File: config.mk
export PLATFORM = sky130hd
export DESIGN_NAME = integer_to_radix_string
export DESIGN_NICKNAME = d
export VERILOG_FILES = /design/src/itrs_pkg.sv /design/src/integer_to_radix_string.sv
export SDC_FILE = /design/constraint.sdc
export NUM_CORES = 1
export LEC_CHECK = 0
export BUFFER_PORTS_ARGS = -buffer_cell sky130_fd_sc_hd__buf_2
export CAP_MARGIN = 20
export CELL_PAD_IN_SITES_DETAIL_PLACEMENT = 1
export CELL_PAD_IN_SITES_GLOBAL_PLACEMENT = 2
export CORE_ASPECT_RATIO = 1.2
export CORE_UTILIZATION = 40
export DETAILED_ROUTE_END_ITERATION = 6
export PLACE_DENSITY = 0.69
export SYNTH_ARGS = -nofsm -noshare
export SYNTH_HDL_FRONTEND = slang
export SYNTH_SLANG_ARGS = --single-unit
File: constraint.sdc
create_clock -name clk_i -period 3.7 [get_ports clk_i]
set_input_delay 1.11 -clock clk_i [delete_from_list [all_inputs] [get_ports clk_i]]
set_output_delay 1.11 -clock clk_i [all_outputs]
set_load 0.02 [all_outputs]
File: src/itrs_pkg.sv
// ----------------------------------------------------------------------------
// itrs_pkg: shared constants for the integer to radix string converter
// Character codes, radix limits and the digit-to-character mapping.
// ----------------------------------------------------------------------------
package itrs_pkg;

  // Radix register
  localparam int unsigned RadixW = 6;
  localparam logic [RadixW-1:0] RadixMin   = 6'd2;
  localparam logic [RadixW-1:0] RadixMax   = 6'd36;
  localparam logic [RadixW-1:0] RadixReset = 6'd10;

  // Output characters
  localparam int unsigned CharW = 7;
  localparam logic [CharW-1:0] CharZero   = 7'h30;
  localparam logic [CharW-1:0] CharLowerA = 7'h61;
  localparam logic [CharW-1:0] CharMinus  = 7'h2D;
  localparam logic [RadixW-1:0] DecimalLimit = 6'd10;

  typedef logic [RadixW-1:0] digit_t;
  typedef logic [CharW-1:0]  char_t;

  // Map a digit value 0..35 to '0'..'9' or 'a'..'z'
  function automatic char_t digit_char(digit_t d);
    char_t c;
    if (d >= DecimalLimit) begin
      c = CharLowerA + char_t'(d - DecimalLimit);
    end else begin
      c = CharZero + char_t'(d);
    end
    return c;
  endfunction

endpackage

File: src/integer_to_radix_string.sv
// ----------------------------------------------------------------------------
// integer_to_radix_string: signed integer to ASCII text in radix 2..36
// Converts one signed integer per input beat into a run of characters,
// most significant first, with a leading '-' for negative values.
// ----------------------------------------------------------------------------
//
//  Channel     Direction  Payload                                   Beat when
//  cfg         in         cfg_data_i: radix (6 bits)                cfg_valid_i & cfg_ready_o
//  s_axis      in         tdata: value (VALUE_BITS, byte padded)    tvalid & tready
//  m_axis      out        tdata: character (7 bits), tlast: last    tvalid & tready
//
//  A one-bit restoring divider is shared by all digits, and each character
//  then passes through the registered read of the digit store before it
//  reaches the output register.
//  s_axis_tready is high only while the sequencer is idle; the final
//  character may still wait in the output register when the next value is taken.
//  A stalled output register holds the sequencer in its emit steps.
//  Reset clears the sequencer and the output valid and sets radix to 10.
//
module integer_to_radix_string import itrs_pkg::*; #(
  parameter int unsigned VALUE_BITS = 32
) (
  input  logic                                  clk_i,
  input  logic                                  rst_ni,
  // configuration write: radix
  input  logic                                  cfg_valid_i,
  output logic                                  cfg_ready_o,
  input  logic [RadixW-1:0]                     cfg_data_i,
  // input stream, tdata: value [VALUE_BITS-1:0], zero padded to bytes
  input  logic                                  s_axis_tvalid,
  output logic                                  s_axis_tready,
  input  logic [((VALUE_BITS+7)/8)*8-1:0]       s_axis_tdata,
  // output stream, tdata: character [6:0], zero bit [7]
  output logic                                  m_axis_tvalid,
  input  logic                                  m_axis_tready,
  output logic [7:0]                            m_axis_tdata,
  output logic                                  m_axis_tlast
);

  localparam int unsigned CntW = $clog2(VALUE_BITS);

  localparam logic [2:0] S_IDLE = 3'd0;
  localparam logic [2:0] S_DIV  = 3'd1;
  localparam logic [2:0] S_SIGN = 3'd2;
  localparam logic [2:0] S_READ = 3'd3;
  localparam logic [2:0] S_LOAD = 3'd4;

  logic [2:0]            state_q, state_d;
  logic [RadixW-1:0]     radix_q;
  logic [RadixW-1:0]     base_q, base_d;
  logic                  neg_q, neg_d;
  logic [VALUE_BITS-1:0] quo_q, quo_d;
  digit_t                rem_q, rem_d;
  logic [CntW-1:0]       bcnt_q, bcnt_d;
  logic [CntW-1:0]       dcnt_q, dcnt_d;
  logic                  m_valid_q, m_valid_d;
  char_t                 m_char_q, m_char_d;
  logic                  m_last_q, m_last_d;

  digit_t                dig_mem [VALUE_BITS];
  digit_t                rd_q;
  logic                  mem_we;

  logic [VALUE_BITS-1:0] in_val;
  logic [VALUE_BITS-1:0] in_mag;
  logic [RadixW-1:0]     base_clamp;
  logic [RadixW:0]       step_sh;
  logic [RadixW+1:0]     step_diff;
  logic                  step_bit;
  digit_t                step_rem;
  logic [VALUE_BITS-1:0] step_quo;
  logic                  out_free;

  // Configuration register, always ready
  assign cfg_ready_o = 1'b1;

  always_ff @(posedge clk_i or negedge rst_ni) begin
    if (!rst_ni) begin
      radix_q <= RadixReset;
    end else if (cfg_valid_i) begin
      radix_q <= cfg_data_i;
    end
  end

  // Clamp the radix into 2..36
  always_comb begin
    if (radix_q < RadixMin) begin
      base_clamp = RadixMin;
    end else if (radix_q > RadixMax) begin
      base_clamp = RadixMax;
    end else begin
      base_clamp = radix_q;
    end
  end

  // Take the magnitude of the incoming value
  assign in_val = s_axis_tdata[VALUE_BITS-1:0];
  assign in_mag = in_val[VALUE_BITS-1] ? (~in_val + 1'b1) : in_val;

  // One restoring division step: shift in the next dividend bit, trial subtract
  assign step_sh   = {rem_q, quo_q[VALUE_BITS-1]};
  assign step_diff = {1'b0, step_sh} - {2'b00, base_q};
  assign step_bit  = ~step_diff[RadixW+1];
  assign step_rem  = step_bit ? step_diff[RadixW-1:0] : step_sh[RadixW-1:0];
  assign step_quo  = {quo_q[VALUE_BITS-2:0], step_bit};

  assign out_free      = ~m_valid_q | m_axis_tready;
  assign s_axis_tready = (state_q == S_IDLE);

  // Sequencer
  always_comb begin
    state_d   = state_q;
    base_d    = base_q;
    neg_d     = neg_q;
    quo_d     = quo_q;
    rem_d     = rem_q;
    bcnt_d    = bcnt_q;
    dcnt_d    = dcnt_q;
    m_valid_d = m_valid_q & ~m_axis_tready;
    m_char_d  = m_char_q;
    m_last_d  = m_last_q;
    mem_we    = 1'b0;
    case (state_q)
      S_IDLE: begin
        if (s_axis_tvalid) begin
          neg_d   = in_val[VALUE_BITS-1];
          quo_d   = in_mag;
          rem_d   = '0;
          bcnt_d  = CntW'(VALUE_BITS - 1);
          dcnt_d  = '0;
          base_d  = base_clamp;
          state_d = S_DIV;
        end
      end
      S_DIV: begin
        quo_d  = step_quo;
        rem_d  = step_rem;
        bcnt_d = bcnt_q - 1'b1;
        if (bcnt_q == '0) begin
          // store the digit, then stop or start the next division
          mem_we = 1'b1;
          if (step_quo == '0) begin
            state_d = S_SIGN;
          end else begin
            rem_d  = '0;
            bcnt_d = CntW'(VALUE_BITS - 1);
            dcnt_d = dcnt_q + 1'b1;
          end
        end
      end
      S_SIGN: begin
        if (!neg_q) begin
          state_d = S_READ;
        end else if (out_free) begin
          m_valid_d = 1'b1;
          m_char_d  = CharMinus;
          m_last_d  = 1'b0;
          state_d   = S_READ;
        end
      end
      S_READ: begin
        state_d = S_LOAD;
      end
      S_LOAD: begin
        if (out_free) begin
          m_valid_d = 1'b1;
          m_char_d  = digit_char(rd_q);
          m_last_d  = (dcnt_q == '0);
          if (dcnt_q == '0) begin
            state_d = S_IDLE;
          end else begin
            dcnt_d  = dcnt_q - 1'b1;
            state_d = S_READ;
          end
        end
      end
      default: begin
        state_d = S_IDLE;
      end
    endcase
  end

  // Control registers
  always_ff @(posedge clk_i or negedge rst_ni) begin
    if (!rst_ni) begin
      state_q   <= S_IDLE;
      m_valid_q <= 1'b0;
    end else begin
      state_q   <= state_d;
      m_valid_q <= m_valid_d;
    end
  end

  // Datapath registers
  always_ff @(posedge clk_i) begin
    base_q   <= base_d;
    neg_q    <= neg_d;
    quo_q    <= quo_d;
    rem_q    <= rem_d;
    bcnt_q   <= bcnt_d;
    dcnt_q   <= dcnt_d;
    m_char_q <= m_char_d;
    m_last_q <= m_last_d;
  end

  // Digit store: write least significant digit first, read back in reverse
  always_ff @(posedge clk_i) begin
    if (mem_we) begin
      dig_mem[dcnt_q] <= step_rem;
    end
    if (state_q == S_READ) begin
      rd_q <= dig_mem[dcnt_q];
    end
  end

  assign m_axis_tvalid = m_valid_q;
  assign m_axis_tdata  = {1'b0, m_char_q};
  assign m_axis_tlast  = m_last_q;

endmodule

# Word-level counts from Yosys, hierarchy flattened

Memory sizes are Yosys's and may differ from the RTL's. A register that Yosys moved wholly into a read port is not among the register bits.
Cells that the tools add are included.

Register bits after elaboration: 73
Latch bits: 0
Memory bits (writable): 192
Memory bits (read-only): 0
Output and inout port bits: 12
Logic and storage cells: 99
Memories: 1

$add $sub $neg: 8
Multiply operators: 0
Div/mod/pow operators: 0
$lt $le $gt $ge: 3
Equality and inequality tests: 13
Shifts and indexed selects: 0
Mux-type cells: 43
Bitwise operators: 6
Reductions and logical operators: 13

Memory list:

| name    | words | bits a word | read ports | clocked after memory_dff | wr ports | RTL line                      | RTL |
|---|---|---|---|---|---|---|---|
| dig_mem | 32    | 6           | 1          | 1                        | 1        | integer_to_radix_string.sv:60 | `digit_t dig_mem [VALUE_BITS];` |

Operators with widths:

| cell                                                                                 | number |
|---|---|
| 32-bit two-way mux                                                                   | 2 |
| 32-bit one-hot mux with 2 select lines                                               | 1 |
| 5-bit two-way mux                                                                    | 8 |
| 32-bit by 1-bit adder with 32-bit output (second input constant)                     | 1 |
| 32-bit logical NOT                                                                   | 1 |
| 32-bit NOT                                                                           | 1 |
| 6-bit two-way mux                                                                    | 5 |
| 7-bit two-way mux                                                                    | 4 |
| 3-bit two-way mux                                                                    | 6 |
| 2-bit inequality test (second input constant)                                        | 8 |
| 3-bit one-hot mux with 5 select lines                                                | 1 |
| 5-bit one-hot mux with 3 select lines                                                | 1 |
| 7-bit one-hot mux with 2 select lines                                                | 1 |
| 6-bit one-hot mux with 2 select lines                                                | 1 |
| 5-bit logical NOT                                                                    | 2 |
| 5-bit one-hot mux with 2 select lines                                                | 1 |
| 5-bit by 1-bit subtractor with 5-bit output (second input constant)                  | 2 |
| 1-bit two-way mux                                                                    | 9 |
| 7-bit by 6-bit subtractor with 8-bit output                                          | 1 |
| 6-bit by 6-bit adder with 7-bit output (first input constant)                        | 1 |
| 7-bit adder (first input constant)                                                   | 1 |
| 6-bit by 4-bit subtractor with 7-bit output (second input constant)                  | 1 |
| 3-bit by 2-bit == test with 1-bit output (second input constant)                     | 2 |
| 6-bit by 4-bit greater-or-equal comparator with 1-bit output (second input constant) | 1 |
| other kinds (19)                                                                     | 24 |

# Depth between registers and ports, before layout

Gate-level depths: netlist of run 1.

Depth in word-level cells: 6
Gate-level depth with buffers: 9
Depth with buffers taken out: 8

# Worst setup path before layout of run 1

Ideal clock, no wire load.

Path type: input to register
Start point: input port s_axis_tdata[26]
End point: register quo_q[30], data pin
Data arrival time: 2.648 ns
Data required time: 3.434 ns
Path slack: 0.786 ns
Stages: 5
Buffers on the path: 0
Path through: or4_4 or4_4 o41ai_4 xor2_1 o21ai_1

Longest elaborated chain between the ends: 5

Ends and longest elaborated chain:

| item                                     | RTL line                       | RTL |
|---|---|---|
| start, declared                          | integer_to_radix_string.sv:32  | `input logic [((VALUE_BITS+7)/8)*8-1:0] s_axis_tdata,` |
| 32-bit NOT                               | integer_to_radix_string.sv:98  | `assign in_mag = in_val[VALUE_BITS-1] ? (~in_val + 1'b1) : in_val;` |
| 32-bit by 1-bit adder with 32-bit output | integer_to_radix_string.sv:98  |  |
| 32-bit two-way mux                       | integer_to_radix_string.sv:98  |  |
| 32-bit two-way mux                       | integer_to_radix_string.sv:125 | `if (s_axis_tvalid) begin` |
| 32-bit one-hot mux with 2 select lines   | integer_to_radix_string.sv:123 | `case (state_q)` |
| via quo_d[30]                            | integer_to_radix_string.sv:52  | `logic [VALUE_BITS-1:0] quo_q, quo_d;` |
| end signal, assigned                     | integer_to_radix_string.sv:198 | `quo_q <= quo_d;` |
| end, declared                            | integer_to_radix_string.sv:52  |  |

The timed path passes the listed nets, and every way through them passes these cells. The select of a mux whose other input is x is not followed.
A chain may end at the register's enable or synchronous reset.

# Worst setup path after layout of run 1

Start point: register bcnt_q[0]
End point: memory dig_mem[17][3] (netlist name), enable pin

Longest elaborated chain between the ends: 5

Ends and longest elaborated chain:

| item                                    | RTL line                       | RTL |
|---|---|---|
| start, declared                         | integer_to_radix_string.sv:54  | `logic [CntW-1:0] bcnt_q, bcnt_d;` |
| start signal, assigned                  | integer_to_radix_string.sv:200 | `bcnt_q <= bcnt_d;` |
| 5-bit logical NOT                       | integer_to_radix_string.sv:139 | `if (bcnt_q == '0) begin` |
| 1-bit two-way mux                       | integer_to_radix_string.sv:139 |  |
| 1-bit two-way mux                       | integer_to_radix_string.sv:123 |  |
| 1-bit two-way mux                       | integer_to_radix_string.sv:208 | `if (mem_we) begin` |
| 1-bit two-way mux (implied by the code) | integer_to_radix_string.sv:209 | `dig_mem[dcnt_q] <= step_rem;` |
| end, declared                           | integer_to_radix_string.sv:60  |  |

Every way passes these cells.

==> summary.md, run 1 <==
| Metric | Value |
|---|---|
| Post-CTS setup repair buffer count | 0 |
| Starting DRT DRC Count | around 330 |
| Total Wirelength | 27.8 mm |
| Net Count, Synth | between 800 and 900 |
| Final setup viols | 0 |
| Final worst setup slack | 1.00 ns |
| GRT overflow | 0 |
| # rows | 69 |
| RSZ-0062 raised after global routing | no |
| Worst EP required | 3.87 ns |
| MaxCap Viol Count | 0 |
| Worst setup path category | flop to flop |
| Post-synthesis instance total | about 790 |
| Clock transition at path regs | 0.06 ns |
| Critical Path Fanout Max | 8 |
| Routability Congestion | 0.793 |
| Resized Gates After CTS | 0 |
| Share of cells above drive strength 1 | 20.6% |
| CTS tree | done |
| CP endpoint kind | flop |
| Prevailing post-synth register cell | edfxtp_1 |
| F_max | 371 MHz |
| Register bit total from synthesis | 271 |
| Post-route setup TNS | 0 ns |
| Final net count | 914 |
| Post-route cell area | 13600 um^2 |
| Core area | 29600 um^2 |
| CP max stage delay | 0.69 ns |
| Fin crit share | 72.9% |
| Placed standard-cell area | 12800 um^2 |
| Clk buf depth | 3 |
| Most used cell, CP | nor2_1 |
| CP max-delay cell | nor2_1 |
| Relative slew slack | a little under half |
| Port bufs | 52 |
| Slew Viols, Final | 0 |
| Final hold vios | 0 |
| Clk_skew | 0.0127 ns |
| Die area | 30800 um^2 |
| Synth Cell Area | 12000 um^2 |
| WL per Instance | 22.0 um |
| HP Class | input port to asynchronous set/reset pin |
| Seq/Total Area, Yosys | 67.3% |
| Final ANT Viol Nets | 0 |
| Number of synthesized flops with an enable pin | roughly 260 |
| Arr. time, crit path | 2.86 ns |
| CTS H-Tree Depth | 1 |
| Slew @ Worst Pin | between 0.8 and 0.9 ns |
| Pwr dens | 749 nW/um^2 |
| Leakage | roughly 4.7 nW |
| Yosys cell types | just over 60 |
| Largest net degree at the start of global routing | between 50 and 60 |
| Wire length of the first global-routing pass | 43.8 mm |
| DR DRC count | 0 |
| Min Hold Slack | 0.449 ns |
| First-pass DRT Iterations | 4 |
| Asr flop ratio synth | under 10% |
| Synth-to-layout area growth | 13.4% |
| Die W | roughly 160 um |
| I/O Pins | 55 |
| Avg Cell Area, Syn | 15.2 um^2 |
| Vias in the first global route | 7618 |
| Vias | 6873 |
| Total CTS buffers | 28 |
| Status | finished, final reports clean |
| Startpoint Class | flop |
| Worst slack, placed | 0.448 ns |
| Filler cells | between 2000 and 3000 |
| Post-detailed-route via-to-cell ratio | between 5 and 6 |
| Clk Latency, worst-skew pair | 0.54 ns |
| Antenna violations before repair | 0 |
| Tmin final | ~2.7 ns |
| Initial Util | between 40 and 50% |
| YS warnings | 0 |
| Worst VDD drop | between 0.4 and 0.5 mV |
| DIE HEIGHT | 192 um |
| Post-CTS Hold Fix Bufs | 0 |
| DP Wirelength | 18.7 mm |
| Critical path cell sequence | inv_1 > ha_1 > nand3b_1 > nor2_1 > nand3_1 > nor2_1 |
| Clock Root Buffer | clkbuf_16 |
| ANT cells | 0 |
| Overall routing resource usage | 18.5% |
| CTS Sinks | 271 |
synth_stat cells (12+ instances only):
cell type / instances / share of area, %
a21oi_1: 22 / 0.92
nor2b_1: 14 / 0.73
nor2_1: 63 / 2.0
o21ai_0: 38 / 1.6
ha_1: 17 / 1.8
edfxtp_1: 261 / 65
clkbuf_1: 28 / 0.87
inv_1: 25 / 0.78
nand3_1: 12 / 0.50
xor2_1: 33 / 2.4
nand2_1: 57 / 1.8
mux4_2: 48 / 9.0
a22oi_1: 18 / 1.1
nor4_1: 12 / 0.62
cell families (layout without fill, tap and decap cells):
family | count (synthesis) | in the layout | share of synthesized area (%)
AO/OA/AOI/OAI | 123 | 123 | 6.78
XOR/XNOR | 39 | 39 | 2.84
adder cells (fa/ha/maj) | 20 | 20 | 2.19
buffers and inverters | 64 | 146 | 2.17
flip-flops | 271 | 271 | 67.3
multiplexers | 56 | 56 | 9.72
other | 2 | 2 | 0.0625
AND/OR/NAND/NOR | 217 | 217 | 8.95
metal layers:
metal / GRT usage, % / routed length, um
met1: 22.3 / 11500
met2: 35.5 / 15000
met3: 1.77 / 770
met4: 4.54 / 502
met5: 0 / 0
cell usage in the layout (no fill, tap or decap), drive strengths merged, types with 9 or more instances in the layout:
master,instances
edfxtp,261
buf,69
nor2,63
nand2,57
mux4,48
o21ai,40
xor2,33
clkbuf,33
inv,25
a21oi,22
a22oi,18
ha,17
clkinv,17
nor2b,14
nor4,13
nand3,13
o41ai,11
or3,9
area by class of cell:
class / count / area, um^2 / share of cell area (%)
flip-flops and latches: 271 / 8090 / 59.3
multi-input cells: 457 / 3690 / 27.1
clock buffers: 33 / 741 / 5.43
well taps: 390 / 488 / 3.58
repair buffers: 69 / 400 / 2.94
clock inverters: 19 / 134 / 0.982
inverters: 25 / 93.8 / 0.688
flip-flops by register name, indices dropped and copies added (netlist names):
| name | count |
|---|---|
| m_char_q | 7 |
| m_axis_tlast | 1 |
| rem_q | 6 |
| neg_q | 1 |
| dig_mem | 192 |
| dcnt_q | 5 |
| state_q | 3 |
| rd_q | 6 |
| base_q | 6 |
| bcnt_q | 5 |
| quo_q | 32 |
| radix_q | 6 |
| m_axis_tvalid | 1 |
path summary, 6_finish.rpt:
path	start	to	slack (ns)	cells after the start
min in group clk_i	radix_q[0]$_DFFE_PN0P_	radix_q[0]$_DFFE_PN0P_	0.52	1
worst max register to register	bcnt_q[0]$_SDFFCE_PN1P_	dig_mem[17][3]$_DFFE_PP_	1.00	6
worst min register to register	radix_q[0]$_DFFE_PN0P_	radix_q[0]$_DFFE_PN0P_	0.52	1
max in group asynchronous	rst_ni	radix_q[3]$_DFFE_PN1P_	2.97	1
worst min-delay path	rst_ni	m_axis_tvalid$_DFF_PN0_	0.45	1
worst max-delay path	bcnt_q[0]$_SDFFCE_PN1P_	dig_mem[17][3]$_DFFE_PP_	1.00	6
power by group:
part / leakage (nW) / switching (mW) / internal [mW]
registers: 2.53 / 0.206 / 4.65
logic: 1.72 / 1.86 / 0.796
clock network: 0.429 / 1.15 / 1.56
total: 4.68 / 3.22 / 7.00
critical path, delay by kind of cell (launching register included):
family	cells	cell delay, ns
DFF	1	0.39
buffers and inverters	1	0.09
adders and majority gates	1	0.21
and+or+nand+nor	4	1.63
stage by stage:
| stage | std cells | utilization [%] | power (mW) |
|---|---|---|---|
| floorplan | 792 | - | 6.44 |
| detailed placement | 1211 | 43.1 | 7.61 |
| global placement | 1211 | 43.1 | 7.44 |
| CTS | 1263 | 46.0 | 10.3 |
| finish | 1264 | 46.1 | 10.2 |
| global route | 1264 | 46.1 | 10.7 |
(Power assumes the default switching activity.)
==> run 2: changes to the inputs <==
ABC_AREA = 1   (was not set)
PLACE_DENSITY = 0.75   (was 0.69)
clock period = 2.7 ns   (was 3.7 ns; I/O delays follow)
==> summary.md, run 2 <==
| Metric | Value |
|---|---|
| Clk Latency, worst-skew pair | 0.55 ns (was 0.54 ns) |
| Net Count, Synth | 1181 (was 854) |
| Clock transition at path regs | 0.06 ns (about the same) |
| Largest net degree at the start of global routing | 51 (was 58) |
| Yosys cell types | 40 (was 61) |
| Slew @ Worst Pin | 0.775 ns (was 0.819 ns) |
| Internal Power | 9.05 mW (was 7.00 mW) |
| Sw Ratio | 28.8% (was 31.5%) |
| Pwr dens | 890 nW/um^2 (was 749 nW/um^2) |
| RSZ-0062 raised after global routing | no (unchanged) |
| Sequential group share of total power | 48.9% (was 47.5%) |
| Register area | 8090 um^2 (unchanged) |
| Post-route setup TNS | 0 ns (unchanged) |
| Seq/Total Area, Yosys | 66.0% (was 67.3%) |
| Biggest regs | dig_mem x192, quo_q x32, m_char_q x7 (unchanged) |
| Largest register by flop count | dig_mem (unchanged) |
| F_max | 400 MHz (was 371 MHz) |
| Core area | 29900 um^2 (was 29600 um^2) |
| Synth Cell Area | 12300 um^2 (was 12000 um^2) |
| Wire length of the first global-routing pass | 48.9 mm (was 43.8 mm) |
| Area leader, netlist | edfxtp_1 (unchanged) |
| Share of cells above drive strength 1 | 14.2% (was 20.6%) |
| Starting DRT DRC Count | 443 (was 332) |
| Prevailing post-synth register cell | edfxtp_1 (unchanged) |
| CTS tree | done (unchanged) |
| I/O Pins | 55 (unchanged) |
| Initial Util | 41.1% (was 40.6%) |
| Routability Congestion | 0.794 (was 0.793) |
| DP Wirelength | 21.3 mm (was 18.7 mm) |
| Synth top area share | 63.9% (was 65.2%) |
| Post-CTS Hold Fix Bufs | 0 (unchanged) |
| Critical Path Fanout Max | 32 (was 8) |
| Commonest non-fill, non-tap cell in the layout | nand2_1 (was edfxtp_1) |
| Die area | 31400 um^2 (was 30800 um^2) |
| HP Class | input port to asynchronous set/reset pin (unchanged) |
| Slew Viols, Final | 0 (unchanged) |
| Worst EP required | 2.95 ns (was 3.87 ns) |
| Worst setup path category | flop to flop (unchanged) |
| Antenna violations before repair | 0 (unchanged) |
| Final net count | 1281 (was 914) |
| Vias | 8306 (was 6873) |
| Status | finished, final reports clean (unchanged) |
| Total Wirelength | 30.5 mm (was 27.8 mm) |
| Startpoint Class | flop (unchanged) |
| Leakage | 5.56 nW (was 4.68 nW) |
| Tmin final | 2.50 ns (was 2.70 ns) |
| Final setup viols | 0 (unchanged) |
| YS warnings | 0 (unchanged) |
| Fin crit share | 92.7% (was 72.9%) |
| Number of synthesized flops with an enable pin | 261 (unchanged) |
| Post-detailed-route via-to-cell ratio | 5.10 (was 5.44) |
| DIE HEIGHT | 194 um (was 192 um) |
| Filler cells | 3296 (was 2931) |
| WL per Instance | 18.7 um (was 22.0 um) |
| Max FFs per register | 192 (unchanged) |
| Final ANT Viol Nets | 0 (unchanged) |
| Core Util, Final | 47.8% (was 46.1%) |
| First-pass DRT Iterations | 5 (was 4) |
| Avg Cell Area, Syn | 11.0 um^2 (was 15.2 um^2) |
| Clock Root Buffer | clkbuf_16 (unchanged) |
| Register bit total from synthesis | 271 (unchanged) |
| Port bufs | 52 (unchanged) |
| Relative slew slack | 48.4% (was 45.4%) |
| # rows | 69 (unchanged) |
| Min Hold Slack | 0.120 ns (was 0.449 ns) |
| Overall routing resource usage | 20.2% (was 18.5%) |
| Commonest cells after routing, fill and taps aside | nand2_1, edfxtp_1, nor2_1 (was edfxtp_1, nor2_1, nand2_1) |
| DR DRC count | 0 (unchanged) |
| Final hold vios | 0 (unchanged) |
| CP endpoint kind | flop (unchanged) |
| Asr flop ratio synth | 3.69% (unchanged) |
| Clock power frac | 30.9% (was 26.5%) |
| Comb pwr share | 20.2% (was 26.0%) |
| Net Switching | 3.65 mW (was 3.22 mW) |
| CTS Sinks | 271 (unchanged) |
| ANT cells | 0 (unchanged) |
| Total CTS buffers | 28 (unchanged) |
| Most common cell in the netlist | nand2_1 (was edfxtp_1) |
| GRT overflow | 0 (unchanged) |
| Die W | 162 um (was 160 um) |
| Area of the multi-input gates | 3670 um^2 (was 3690 um^2) |
| Ranking of synthesized cells by area | edfxtp_1, nand2_1, a22oi_1 (was edfxtp_1, mux4_2, xor2_1) |
| CTS H-Tree Depth | 1 (unchanged) |
| Worst VDD drop | 0.510 mV (was 0.490 mV) |
| MaxCap Viol Count | 0 (unchanged) |
| Post-synthesis instance total | 1119 (was 792) |
| Clk_skew | 0.0138 ns (was 0.0127 ns) |
| Vias in the first global route | 9000 (was 7618) |
| Synth top cells by count | nand2_1, edfxtp_1, nor2_1 (was edfxtp_1, nor2_1, nand2_1) |
| Clk buf depth | 3 (unchanged) |
| Synth-to-layout area growth | 16.4% (was 13.4%) |
| Arr. time, crit path | 2.75 ns (was 2.86 ns) |
[run 2: changes by cell type in the layout (fill, tap and decap cells not counted), moves of 9 or more]
cell	delta
a22oi_1	+78
nand2_1	+239
nand3_1	+36
nor2b_1	-13
xor2_1	-28
buf_4	+28
inv_1	+56
o41ai_1	-9
nor2_1	+65
mux4_2	-48
nor4_1	-12
inv_2	+9
[run 2: path summary, 6_finish.rpt]
path | cells after the start | slack, ns | startpoint | to
min in group clk_i | 0 | 0.45 | radix_q[5]$_DFFE_PN0P_ | base_q[5]$_SDFFCE_PP0P_
max in group asynchronous | 1 | 2.31 | rst_ni | radix_q[3]$_DFFE_PN1P_
min reg2reg | 0 | 0.45 | radix_q[5]$_DFFE_PN0P_ | base_q[5]$_SDFFCE_PP0P_
max | 8 | 0.20 | rem_q[3]$_SDFFCE_PN0P_ | dig_mem[7][2]$_DFFE_PP_
min | 1 | 0.12 | rst_ni | m_axis_tvalid$_DFF_PN0_
max reg2reg | 8 | 0.20 | rem_q[3]$_SDFFCE_PN0P_ | dig_mem[7][2]$_DFFE_PP_
[run 2: metrics by stage]
stage	setup WS [ns]	total power [mW]	instance area (um^2)	instances
2_1_floorplan	0.155	7.68	12300	1119
4_1_cts	0.104	12.8	14200	1629
3_5_place_dp	0.143	8.90	13300	1579
6_report	0.198	12.7	14300	1629
3_3_place_gp	0.127	8.81	13300	1579
5_1_grt	0.0000258	13.3	14300	1629
[run 2: layout make-up]
type	instances	share of cell area, %
multi-input combinational	721	25.7
clock buffer	37	5.30
sequential	271	56.7
timing repair buffer	106	5.30
inverter	91	2.39
tap	390	3.42
clock inverter	13	1.18
[run 2: metal layers]
metal,vias up,GRT usage [%],wire (um)
li1,4094,-,-
met1,4061,24.7,12900
met2,115,37.5,16100
met3,36,2.25,875
met4,0,4.86,568
met5,-,0,0
[run 2: repair_timing]
item	CTS	global route
buffers inserted	0	0
resized for setup	0	7
endpoints found under the setup margin	0	151
[run 2: cell families after synthesis]
logic type	count (synthesis)	synth area share, %
compound gates	167	8.95
xor+xnor	19	1.36
fa+ha+maj	19	2.06
buf+inv	127	4.32
flops	271	66.0
other cells	2	0.0612
simple gates	514	17.3
[run 2: critical path, stage by stage (launching register included)]
cell      delay, ns
edfxtp_1       0.43
ha_1           0.36
a21oi_1        0.24
o21ai_0        0.15
a21oi_2        0.25
inv_1          0.22
o21ai_1        0.24
inv_1          0.07
buf_4          0.24
[run 2: power groups by stage]
stage | clock [mW] | combinational (mW) | sequential (mW)
finish | 3.92 | 2.57 | 6.21
CTS | 4.00 | 2.61 | 6.22
floorplan | 0 | 1.45 | 6.23
global placement | 0 | 2.52 | 6.29
detailed placement | 0 | 2.60 | 6.30
global route | 4.14 | 2.91 | 6.26
==> run 3: changes to the inputs <==
HOLD_SLACK_MARGIN = 0.15   (was not set)
==> summary.md, run 3 (synthesis gave the netlist of run 2 again) <==
| Metric | Value |
|---|---|
| Status | finished, final reports clean (unchanged) |
| Worst EP required | 2.95 ns (about the same) |
| Final setup viols | 0 (unchanged) |
| Hold_sp | radix_q[5]$_DFFE_PN0P_ |
| Antenna violations before repair | 0 (unchanged) |
| Overall routing resource usage | 20.2% (about the same) |
| Min Hold Slack | 0.446 ns (was 0.120 ns) |
| Clk_skew | 0.0155 ns (was 0.0138 ns) |
| Slew Viols, Final | 0 (unchanged) |
| Port bufs | 52 (unchanged) |
| CTS tree | done (unchanged) |
| Worst slack, placed | 0.143 ns (unchanged) |
| Sw Ratio | 28.8% (about the same) |
| Final hold vios | 0 (unchanged) |
| WL per Instance | 18.7 um (about the same) |
| Final worst setup slack | 0.192 ns (was 0.198 ns) |
| Clock transition at path regs | 0.06 ns (about the same) |
| Clk buf depth | 3 (unchanged) |
| Vias | 8330 (was 8306) |
| Core Util, Final | 47.8% (about the same) |
| Register-to-Register Path Depth | 8 (unchanged) |
| Worst Hold Path EP | base_q[5]$_SDFFCE_PP0P_ |
| Largest net degree at the start of global routing | 51 (unchanged) |
| Post-route setup TNS | 0 ns (unchanged) |
| # rows | 69 (unchanged) |
| DP Wirelength | 21.3 mm (unchanged) |
| Tmin final | 2.51 ns (was 2.50 ns) |
| Slew @ Worst Pin | 0.780 ns (was 0.775 ns) |
| Post-detailed-route via-to-cell ratio | 5.11 (was 5.10) |
| Critical Path Fanout Max | 32 (unchanged) |
| RSZ-0062 raised after global routing | no (unchanged) |
| Worst VDD drop | 0.511 mV (was 0.510 mV) |
| First-pass DRT Iterations | 4 (was 5) |
| Leakage | 5.56 nW (about the same) |
| Net Switching | 3.66 mW (was 3.65 mW) |
| Largest register by flop count | dig_mem (unchanged) |
| Arr. time, crit path | 2.76 ns (was 2.75 ns) |
| DIE HEIGHT | 194 um (unchanged) |
| Clk Latency, worst-skew pair | 0.55 ns (about the same) |
| Cells after DPL | 1579 (unchanged) |
| Starting DRT DRC Count | 490 (was 443) |
| Die W | 162 um (unchanged) |
| Final std cells w/o fill | 1630 (was 1629) |
| GRT overflow | 0 (unchanged) |
| Wire length of the first global-routing pass | 49.0 mm (was 48.9 mm) |
| Internal Power | 9.05 mW (about the same) |
| ANT cells | 0 (unchanged) |
| Routability Congestion | 0.794 (unchanged) |
| Clock power frac | 30.8% (was 30.9%) |
| Hold depth | 0 |
| Commonest cells after routing, fill and taps aside | nand2_1, edfxtp_1, nor2_1 (unchanged) |
| Commonest non-fill, non-tap cell in the layout | nand2_1 (unchanged) |
| DR DRC count | 0 (unchanged) |
| MaxCap Viol Count | 0 (unchanged) |
| R2R Path Start | rem_q[3]$_SDFFCE_PN0P_ (unchanged) |
| Die area | 31400 um^2 (unchanged) |
| Startpoint Class | flop (unchanged) |
| Initial Util | 41.1% (unchanged) |
| Vias in the first global route | 9010 (was 9000) |
| Final ANT Viol Nets | 0 (unchanged) |
| Worst setup path category | flop to flop (unchanged) |
| CTS H-Tree Depth | 1 (unchanged) |
| Synth-to-layout area growth | 16.5% (was 16.4%) |
| Clock Root Buffer | clkbuf_16 (unchanged) |
| Share of cells above drive strength 1 | 14.2% (about the same) |
| F_max | 399 MHz (was 400 MHz) |
| Final net count | 1282 (was 1281) |
| Filler cells | 3295 (was 3296) |
| Post-CTS setup repair buffer count | 0 (unchanged) |
| Pwr dens | 890 nW/um^2 (about the same) |
| Biggest regs | dig_mem x192, quo_q x32, m_char_q x7 (unchanged) |
| Fin crit share | 92.9% (was 92.7%) |
| Max FFs per register | 192 (unchanged) |
| Total Wirelength | 30.5 mm (about the same) |
| Total CTS buffers | 28 (unchanged) |
| Core area | 29900 um^2 (unchanged) |
| CP endpoint kind | flop (unchanged) |
| Reg2Reg Setup Slack | 0.19 ns (was 0.20 ns) |
| Comb pwr share | 20.3% (was 20.2%) |
| HP Class | flop to flop (was input port to asynchronous set/reset pin) |
| I/O Pins | 55 (unchanged) |
| Sequential group share of total power | 48.9% (about the same) |
| RR Endpoint | dig_mem[12][0]$_DFFE_PP_ (was dig_mem[7][2]$_DFFE_PP_) |
| CTS Sinks | 271 (unchanged) |
| Relative slew slack | 48.0% (was 48.4%) |
[run 3: cell type report]
| class | count | area [um^2] | area share, % |
|---|---|---|---|
| clock buffers | 37 | 756 | 5.29 |
| flip-flops and latches | 271 | 8090 | 56.6 |
| inverters | 91 | 342 | 2.39 |
| multi-input cells | 721 | 3670 | 25.7 |
| well taps | 390 | 488 | 3.42 |
| repair buffers | 107 | 766 | 5.36 |
| clock inverters | 13 | 169 | 1.18 |
[run 3: repair_timing]
item / 4_1_cts / 5_1_grt
resized for setup: 0 / 7
endpoints found under the hold margin: 8 / 0
hold buffers: 1 / 0
endpoints found under the setup margin: 0 / 151
[run 3: worst max-delay path by stage]
stage          slack, ns                   start                  endpoint  depth (start not counted)
2_1_floorplan       0.16           s_axis_tvalid   bcnt_q[0]$_SDFFCE_PN1P_                          4
3_3_place_gp        0.13  rem_q[3]$_SDFFCE_PN0P_  dig_mem[15][0]$_DFFE_PP_                          8
3_5_place_dp        0.14  rem_q[3]$_SDFFCE_PN0P_  dig_mem[12][0]$_DFFE_PP_                          8
4_1_cts             0.10  rem_q[3]$_SDFFCE_PN0P_  dig_mem[12][0]$_DFFE_PP_                          8
5_1_grt          0.00003  rem_q[3]$_SDFFCE_PN0P_   dig_mem[7][2]$_DFFE_PP_                          8
6_report            0.19  rem_q[3]$_SDFFCE_PN0P_  dig_mem[12][0]$_DFFE_PP_                          8
[run 3: power by group through the flow]
stage	logic (mW)	clock network [mW]	registers, mW
final	2.58	3.92	6.21
after floorplan	1.45	0	6.23
after global placement	2.52	0	6.29
after CTS	2.61	4.00	6.22
after detailed placement	2.60	0	6.30
after global routing	2.92	4.14	6.26
[run 3: worst max-delay path: stages (launching register included)]
cell and delay (ns):
edfxtp_1 0.43, ha_1 0.36, a21oi_1 0.24, o21ai_0 0.14, a21oi_2 0.25, inv_1 0.23
o21ai_1 0.26, inv_1 0.08, buf_6 0.21
[run 3: per-stage QoR]
stage          power, mW  instance area [um^2]
6_report            12.7                 14300
3_3_place_gp        8.81                 13300
2_1_floorplan       7.68                 12300
5_1_grt             13.3                 14300
4_1_cts             12.8                 14300
3_5_place_dp        8.90                 13300
[run 3: layer usage]
metal,vias to the layer above,track usage [%],wire length [um]
met4,0,4.86,568
met5,-,0,0
met1,4085,24.7,13000
met2,112,37.6,16200
met3,36,2.25,820
li1,4097,-,-
